## config.mk

```make
export PLATFORM = sky130hd
export DESIGN_NAME = i2c_master_byte_engine
export DESIGN_NICKNAME = d
export VERILOG_FILES = /design/src/rtl/i2cm_pkg.sv /design/src/rtl/i2cm_shift.sv /design/src/rtl/i2c_master_byte_engine.sv
export VERILOG_INCLUDE_DIRS = /design/src /design/src/rtl
export SDC_FILE = /design/constraint.sdc
export NUM_CORES = 1
export LEC_CHECK = 0
export BUFFER_PORTS_ARGS = -buffer_cell sky130_fd_sc_hd__buf_2
export CORE_ASPECT_RATIO = 0.8
export CORE_MARGIN = 8
export CORE_UTILIZATION = 30
export CTS_CLUSTER_DIAMETER = 40
export DETAILED_ROUTE_END_ITERATION = 10
export GPL_ROUTABILITY_DRIVEN = 0
export PLACE_DENSITY = 0.6
export SLEW_MARGIN = 0
export SYNTH_ARGS = -nofsm -noshare
export SYNTH_HDL_FRONTEND = slang
export SYNTH_SLANG_ARGS = --single-unit
```

## constraint.sdc

```tcl
create_clock -name i_clk -period 2.02 [get_ports i_clk]
set_input_delay 0.101 -clock i_clk [delete_from_list [all_inputs] [get_ports i_clk]]
set_output_delay 0.101 -clock i_clk [all_outputs]
set_load 0.02 [all_outputs]
```

## src/rtl/i2c_master_byte_engine_macros.svh

```systemverilog
// Assertion helpers used by the byte engine RTL.
`ifndef I2C_MASTER_BYTE_ENGINE_MACROS_SVH
`define I2C_MASTER_BYTE_ENGINE_MACROS_SVH

// Same-cycle implication, off during reset.
`define ASSERT_IMPLY(lbl, clk, rstn, ante, cons, msg) \
    lbl: assert property (@(posedge clk) disable iff (!rstn) (ante) |-> (cons)) \
        else $error(msg);

// Next-cycle implication, off during reset.
`define ASSERT_NEXT(lbl, clk, rstn, ante, cons, msg) \
    lbl: assert property (@(posedge clk) disable iff (!rstn) (ante) |=> (cons)) \
        else $error(msg);

`endif

```

## src/rtl/i2cm_pkg.sv

```systemverilog
`timescale 1ns / 1ps

package i2cm_pkg;

    // Command codes carried in the input tuser
    localparam logic [2:0] CMD_START = 3'd0;
    localparam logic [2:0] CMD_STOP  = 3'd1;
    localparam logic [2:0] CMD_WRITE = 3'd2;
    localparam logic [2:0] CMD_READ  = 3'd3;
    localparam logic [2:0] CMD_CHECK = 3'd4;

    // Phase sequencer states
    typedef enum logic [2:0] {
        ST_IDLE      = 3'd0,
        ST_START     = 3'd1,
        ST_STOP      = 3'd2,
        ST_WRITE     = 3'd3,
        ST_READ_REL  = 3'd4,
        ST_READ_BITS = 3'd5,
        ST_READ_ACK  = 3'd6,
        ST_CHECK     = 3'd7
    } t_state;

    // Controls from the sequencer to the bit shifter
    typedef struct packed {
        logic load;    // capture a new command's bytes
        logic tx_adv;  // move to the next transmit bit
        logic rx_adv;  // sample one received bit
    } t_shift_ctl;

endpackage

```

## src/rtl/i2cm_shift.sv

```systemverilog
`timescale 1ns / 1ps

module i2cm_shift (
    input  logic                  i_clk,
    input  i2cm_pkg::t_shift_ctl  i_ctl,
    input  logic [7:0]            i_write_data,
    input  logic [7:0]            i_line_bits,
    output logic                  o_tx_bit,
    output logic [7:0]            o_rx_byte
);
    import i2cm_pkg::*;

    logic [7:0] r_tx;
    logic [7:0] r_line;
    logic [7:0] r_rx;

    // Load on a new command, then move one bit per step, MSB first
    always_ff @(posedge i_clk) begin
        if (i_ctl.load) begin
            r_tx   <= i_write_data;
            r_line <= i_line_bits;
            r_rx   <= 8'h00;
        end else begin
            if (i_ctl.tx_adv) begin
                r_tx <= {r_tx[6:0], 1'b0};
            end
            if (i_ctl.rx_adv) begin
                r_rx   <= {r_rx[6:0], r_line[7]};
                r_line <= {r_line[6:0], 1'b0};
            end
        end
    end

    assign o_tx_bit  = r_tx[7];
    assign o_rx_byte = r_rx;

endmodule

```

## src/rtl/i2c_master_byte_engine.sv

```systemverilog
// I2C master byte engine: takes one command word (start, stop, write byte,
// read byte with ACK, check ACK) and emits the pin phases it drives, one
// output word per phase, each showing SCL, the SDA latch and the SDA drive
// enable after that change; tlast marks a command's final phase. Commands
// emit 4 (start, stop), 24 (write), 22 (read) and 5 (check) phases, one per
// cycle when the output side takes a word every cycle, and the command word
// is taken before the first phase. The phase sequencer makes one phase per
// cycle unless the output register is stalled, and the bytes move through
// shift registers one bit per SCL pulse. A new command is taken once the
// previous one has issued its last phase; undefined command codes are taken
// and dropped without output.
`timescale 1ns / 1ps
`include "i2c_master_byte_engine_macros.svh"

module i2c_master_byte_engine (
    input  logic        i_clk,
    input  logic        i_rst_n,
    input  logic        s_axis_tvalid,
    output logic        s_axis_tready,
    // [7:0] write_data, [15:8] line_bits, [16] line_ack, [23:17] zero
    input  logic [23:0] s_axis_tdata,
    // [2:0] command
    input  logic [2:0]  s_axis_tuser,
    output logic        m_axis_tvalid,
    input  logic        m_axis_tready,
    // [0] scl_level, [1] sda_level, [2] sda_enable, [10:3] read_data,
    // [11] ack_seen, [15:12] zero
    output logic [15:0] m_axis_tdata,
    output logic        m_axis_tlast
);
    import i2cm_pkg::*;

    t_state     r_state, n_state;
    logic [2:0] r_step, n_step;
    logic [1:0] r_sub, n_sub;
    logic [2:0] r_bit, n_bit;
    logic       r_scl, r_sda, r_drv;
    logic       r_ack;

    logic       r_ov;
    logic       r_o_scl, r_o_sda, r_o_drv, r_o_ack, r_o_last;
    logic [7:0] r_o_rd;

    logic       accept, fire;
    logic       ph_scl, ph_sda, ph_drv, ph_last, ph_rd_en, ph_ack_en;
    t_shift_ctl shift_ctl;
    logic       tx_bit;
    logic [7:0] rx_byte;

    assign s_axis_tready = (r_state == ST_IDLE);
    assign accept        = s_axis_tvalid && s_axis_tready;
    assign fire          = (r_state != ST_IDLE) && (!r_ov || m_axis_tready);

    i2cm_shift u_shift (
        .i_clk        (i_clk),
        .i_ctl        (shift_ctl),
        .i_write_data (s_axis_tdata[7:0]),
        .i_line_bits  (s_axis_tdata[15:8]),
        .o_tx_bit     (tx_bit),
        .o_rx_byte    (rx_byte)
    );

    // Next state and phase counters
    always_comb begin
        n_state = r_state;
        n_step  = r_step;
        n_sub   = r_sub;
        n_bit   = r_bit;
        if (r_state == ST_IDLE) begin
            n_step = 3'd0;
            n_sub  = 2'd0;
            n_bit  = 3'd0;
            if (accept) begin
                unique case (s_axis_tuser)
                    CMD_START: n_state = ST_START;
                    CMD_STOP:  n_state = ST_STOP;
                    CMD_WRITE: n_state = ST_WRITE;
                    CMD_READ:  n_state = ST_READ_REL;
                    CMD_CHECK: n_state = ST_CHECK;
                    default:   n_state = ST_IDLE;
                endcase
            end
        end else if (fire) begin
            unique case (r_state)
                ST_START, ST_STOP: begin
                    n_step = r_step + 3'd1;
                    if (r_step == 3'd3) begin
                        n_state = ST_IDLE;
                    end
                end
                ST_WRITE: begin
                    if (r_sub == 2'd2) begin
                        n_sub = 2'd0;
                        n_bit = r_bit + 3'd1;
                        if (r_bit == 3'd7) begin
                            n_state = ST_IDLE;
                        end
                    end else begin
                        n_sub = r_sub + 2'd1;
                    end
                end
                ST_READ_REL: n_state = ST_READ_BITS;
                ST_READ_BITS: begin
                    if (r_sub == 2'd1) begin
                        n_sub = 2'd0;
                        n_bit = r_bit + 3'd1;
                        if (r_bit == 3'd7) begin
                            n_state = ST_READ_ACK;
                            n_step  = 3'd0;
                        end
                    end else begin
                        n_sub = r_sub + 2'd1;
                    end
                end
                ST_READ_ACK, ST_CHECK: begin
                    n_step = r_step + 3'd1;
                    if (r_step == 3'd4) begin
                        n_state = ST_IDLE;
                    end
                end
                default: n_state = ST_IDLE;
            endcase
        end
    end

    // Pin change of the current phase
    always_comb begin
        ph_scl           = r_scl;
        ph_sda           = r_sda;
        ph_drv           = r_drv;
        ph_last          = 1'b0;
        ph_rd_en         = 1'b0;
        ph_ack_en        = 1'b0;
        shift_ctl.load   = accept;
        shift_ctl.tx_adv = 1'b0;
        shift_ctl.rx_adv = 1'b0;
        unique case (r_state)
            ST_IDLE: begin
            end
            ST_START, ST_STOP: begin
                unique case (r_step)
                    3'd0:    ph_sda = (r_state == ST_STOP) ? 1'b0 : 1'b1;
                    3'd1:    ph_scl = 1'b1;
                    3'd2:    ph_sda = (r_state == ST_STOP) ? 1'b1 : 1'b0;
                    default: begin
                        ph_scl  = 1'b0;
                        ph_last = 1'b1;
                    end
                endcase
            end
            ST_WRITE: begin
                unique case (r_sub)
                    2'd0:    ph_sda = tx_bit;
                    2'd1:    ph_scl = 1'b1;
                    default: begin
                        ph_scl           = 1'b0;
                        ph_last          = (r_bit == 3'd7);
                        shift_ctl.tx_adv = fire;
                    end
                endcase
            end
            ST_READ_REL: ph_drv = 1'b0;
            ST_READ_BITS: begin
                if (r_sub == 2'd0) begin
                    ph_scl = 1'b0;
                end else begin
                    ph_scl           = 1'b1;
                    shift_ctl.rx_adv = fire;
                end
            end
            ST_READ_ACK: begin
                unique case (r_step)
                    3'd0:    ph_drv = 1'b1;
                    3'd1:    ph_scl = 1'b0;
                    3'd2:    ph_sda = 1'b0;
                    3'd3:    ph_scl = 1'b1;
                    default: begin
                        ph_scl   = 1'b0;
                        ph_last  = 1'b1;
                        ph_rd_en = 1'b1;
                    end
                endcase
            end
            ST_CHECK: begin
                unique case (r_step)
                    3'd0:    ph_sda = 1'b1;
                    3'd1:    ph_scl = 1'b1;
                    3'd2:    ph_drv = 1'b0;
                    3'd3:    ph_drv = 1'b1;
                    default: begin
                        ph_scl    = 1'b0;
                        ph_last   = 1'b1;
                        ph_ack_en = 1'b1;
                    end
                endcase
            end
            default: begin
            end
        endcase
    end

    // Sequencer and pin state
    always_ff @(posedge i_clk) begin
        if (!i_rst_n) begin
            r_state <= ST_IDLE;
            r_step  <= 3'd0;
            r_sub   <= 2'd0;
            r_bit   <= 3'd0;
            r_scl   <= 1'b1;
            r_sda   <= 1'b1;
            r_drv   <= 1'b1;
        end else begin
            r_state <= n_state;
            r_step  <= n_step;
            r_sub   <= n_sub;
            r_bit   <= n_bit;
            if (fire) begin
                r_scl <= ph_scl;
                r_sda <= ph_sda;
                r_drv <= ph_drv;
            end
        end
    end

    // Hold the sampled acknowledge for the check command
    always_ff @(posedge i_clk) begin
        if (accept) begin
            r_ack <= s_axis_tdata[16];
        end
    end

    // Output word register
    always_ff @(posedge i_clk) begin
        if (!i_rst_n) begin
            r_ov <= 1'b0;
        end else if (fire) begin
            r_ov <= 1'b1;
        end else if (m_axis_tready) begin
            r_ov <= 1'b0;
        end
    end

    always_ff @(posedge i_clk) begin
        if (fire) begin
            r_o_scl  <= ph_scl;
            r_o_sda  <= ph_sda;
            r_o_drv  <= ph_drv;
            r_o_rd   <= ph_rd_en ? rx_byte : 8'h00;
            r_o_ack  <= ph_ack_en ? r_ack : 1'b0;
            r_o_last <= ph_last;
        end
    end

    assign m_axis_tvalid = r_ov;
    assign m_axis_tdata  = {4'h0, r_o_ack, r_o_rd, r_o_drv, r_o_sda, r_o_scl};
    assign m_axis_tlast  = r_o_last;

    `ASSERT_NEXT(a_last_ends_cmd, i_clk, i_rst_n, fire && ph_last, r_state == ST_IDLE, "sequencer kept running after the last phase")
    `ASSERT_NEXT(a_cmd_starts, i_clk, i_rst_n, accept && (s_axis_tuser <= CMD_CHECK), r_state != ST_IDLE, "valid command did not start")
    `ASSERT_IMPLY(a_mid_busy, i_clk, i_rst_n, m_axis_tvalid && !m_axis_tlast, r_state != ST_IDLE, "sequencer idle with a command unfinished")
    `ASSERT_IMPLY(a_mid_clean, i_clk, i_rst_n, m_axis_tvalid && !m_axis_tlast, (r_o_rd == 8'h00) && !r_o_ack, "read data or ack shown before the last phase")
    `ASSERT_IMPLY(a_idle_clock, i_clk, i_rst_n, (r_state == ST_IDLE) && !r_drv, 1'b0, "SDA left released between commands")

endmodule

```

==> run metrics <==
Slew Viols, Final=0; Via Count=2,110; dpl cells=429; Post-Place Setup Slack=112 ps; Fin. Hold Viols=0; Final #Nets=356; post-route cell area=3410 µm²; synthesized area per cell=10.5 µm²; # DRC=0; Async SR Flop Fraction=0%; post-synthesis adder-cell area fraction=3.03%; via/cell ratio=4.82; clk_lat worst skew=290 ps; Crit Reg-Reg Endpoint=r_o_scl; worst hold stages=2; min cycle time layout=1860 ps; Reg2Reg Setup Slack=160 ps; Starting Density=30.4%; critical path class=reg -> reg; setup slack after layout=159 ps; number of global-route vias before repair=2,142; Final setup viols=0; yosys warns=0; Syn-to-layout area delta=18.0%; CTS max path bufs=2; CTS sink count=53; Rows=32; largest net degree at the start of global routing=21; Crit. End Element=flop; synth unique cells=59; n_diodes=0; Synth Area in Simple Gates=18.2%; layout cells sized above 1=28.2%; Min-Delay Path Class=in -> reg; mux contribution to synthesized area=10.0%; R2R depth=7; CTS H-Tree Depth=2; final wirelength=5.94 mm; Routed Antenna Nets=0; PortBufs=38; peak supply drop=0.476 mV; post-synthesis sequential area ratio=47.2%; Post-synth EDFFs=30; Crit Path Max Fanout=7; Hold Path End=u_shift.r_line[6]; io pins=50; first-pass GRT wire length=10.3 mm; clk slew on worst S/H paths=70 ps; Layout Cells excl Fill=438; die area=13,000 µm²; setup tns final=0 ps; HP Start=s_axis_tdata[14]; Seq cells post-synth=53; status=complete, no violations; FF-to-FF Start=r_step[0]; CTS tree=done; initial antenna violation count=0; Critical Path Start Type=flop; xor and xnor area share after synthesis=1.21%; ys flop type=edfxtp_1; power per cell area=1280 nW/µm²; GR Util All Layers=9.51%; Tcrit/Tclk final=92.1%; die height=104 µm; Placed Area=3230 µm²; RSZ-0062 raised after global routing=no; number of DRC markers in iteration 0=110; Die X=126 µm; Core Area=9490 µm²; DR WL/cell=13.6 µm; main combinational cell family by area after synthesis=simple AND/OR/NAND/NOR gates; complex-gate fraction of the synthesized area=12.8%; arrival time at the worst endpoint=1900 ps; Mapped Cells=274; drt pass-1 iters=4; HPWL Detailed=4.47 mm; total power=4.38 mW; f_max=0.537 GHz; synthesized area=2890 µm²; leak pwr=1.29 nW; max-cap violations=0; Worst Skew=3.68 ps; Root Driver=clkbuf_16; Remaining Overflow, GRT=0; total CTS buffers=5; WP data required=2060 ps
==> through the flow <==
stage	utilization [%]	hold WS [ps]
after floorplan	-	200
after global placement	34.0	296
after detailed placement	34.0	298
after CTS	35.9	92.6
after global routing	35.9	93.7
final	35.9	94.0
==> cell usage in the layout (no fill, tap or decap), types with 2 or more instances in the layout <==
cell type and instances:
a211oi_1 2, a21boi_0 2, a21oi_1 17, and2_1 10
and3_1 4, buf_12 2, buf_2 38, buf_4 20
clkbuf_16 5, conb_1 4, dfxtp_1 22, edfxtp_1 30
ha_1 7, inv_1 4, mux2_1 2, mux2_2 13
mux2i_1 12, nand2_1 19, nand2b_1 7, nand3_1 6
nand3b_1 4, nor2_1 20, nor2b_1 2, nor3_1 4
nor3b_1 3, o211ai_1 2, o21a_1 3, o21ai_0 9
o21ai_1 3, o21ai_2 2, o22ai_1 3, or2_1 2
or3_1 2, or4_1 2, xor2_1 3
==> worst max-delay path, stage by stage (launching register included) <==
cell	delay [ps]
dfxtp_1	440
inv_1	130
ha_1	250
nor3_1	260
o21bai_1	160
nand3_1	100
nand4b_1	130
o21a_1	150
==> sequential cells by signal, summed over array words and instances, names as in the netlist, 2 cells and up <==
signal,count
r_bit,3
u_shift.r_line,8
r_o_rd,8
r_step,3
r_sub,2
u_shift.r_tx,8
r_state,3
u_shift.o_rx_byte,8
==> cells by family (layout without fill, tap and decap cells) <==
group / after synthesis / in the layout
xor+xnor: 4 / 4
flops: 53 / 53
simple gates: 95 / 95
fa+ha+maj: 7 / 7
buf+inv: 31 / 73
compound gates: 56 / 56
other cells: 1 / 4
mux: 27 / 27
==> final cells by class <==
class	instances	area [µm²]
tap	119	149
timing repair buffer	61	390
fill	933	6080
clock inverter	2	38.8
inverter	4	15.0
sequential	53	1360
clock buffer	6	129
multi-input combinational	193	1320
==> worst max-delay path by stage <==
stage	startpoint	endpoint	slack (ps)	cells after the start
2_1_floorplan	r_state[2]	u_shift.r_line[0]	140	6
3_3_place_gp	r_state[1]	r_sda	130	5
3_5_place_dp	r_state[1]	r_sda	110	5
4_1_cts	r_state[1]	r_sda	120	5
5_1_grt	r_state[0]	r_sda	40	6
6_report	r_step[0]	r_o_scl	160	7
==> synthesized netlist by cell type, types with 3 or more instances <==
master    number  area [µm²]
edfxtp_1      30         901
dfxtp_1       23         460
nor2_1        20        75.1
nand2_1       19        71.3
a21oi_1       17        85.1
buf_4         14         105
mux2_2        13         146
mux2i_1       12         120
and2_1        10        62.6
o21ai_0       10        50.1
buf_2          7        35.0
ha_1           7        87.6
nand2b_1       7        43.8
nand3_1        6        30.0
buf_6          5        56.3
and3_1         4        25.0
inv_1          4        15.0
nand3b_1       4        30.0
nor3_1         4        20.0
nor3b_1        3        22.5
o21a_1         3        22.5
o22ai_1        3        18.8
xor2_1         3        26.3
==> per-layer routing <==
metal  vias up  routed length [µm]  global-route usage, %
li1       1066                   -                      -
met1       981                3050                   12.9
met2        55                2410                   13.6
met3         8                 378                   2.77
met4         0                 100                   4.16
met5         -                   0                      0
==> what timing repair did <==
action / in CTS / in global routing
buffers inserted: 0 / 0
hold endpoints to repair: 1 / 0
hold buffers: 1 / 0
gates resized for setup: 0 / 2
setup endpoints to repair: 0 / 3
==> power breakdown <==
| group | total [mW] | switching (mW) | internal [mW] |
|---|---|---|---|
| clock | 0.967 | 0.379 | 0.588 |
| sequential | 1.69 | 0.137 | 1.55 |
| combinational | 1.72 | 0.977 | 0.747 |
(Power assumes the default switching activity.)
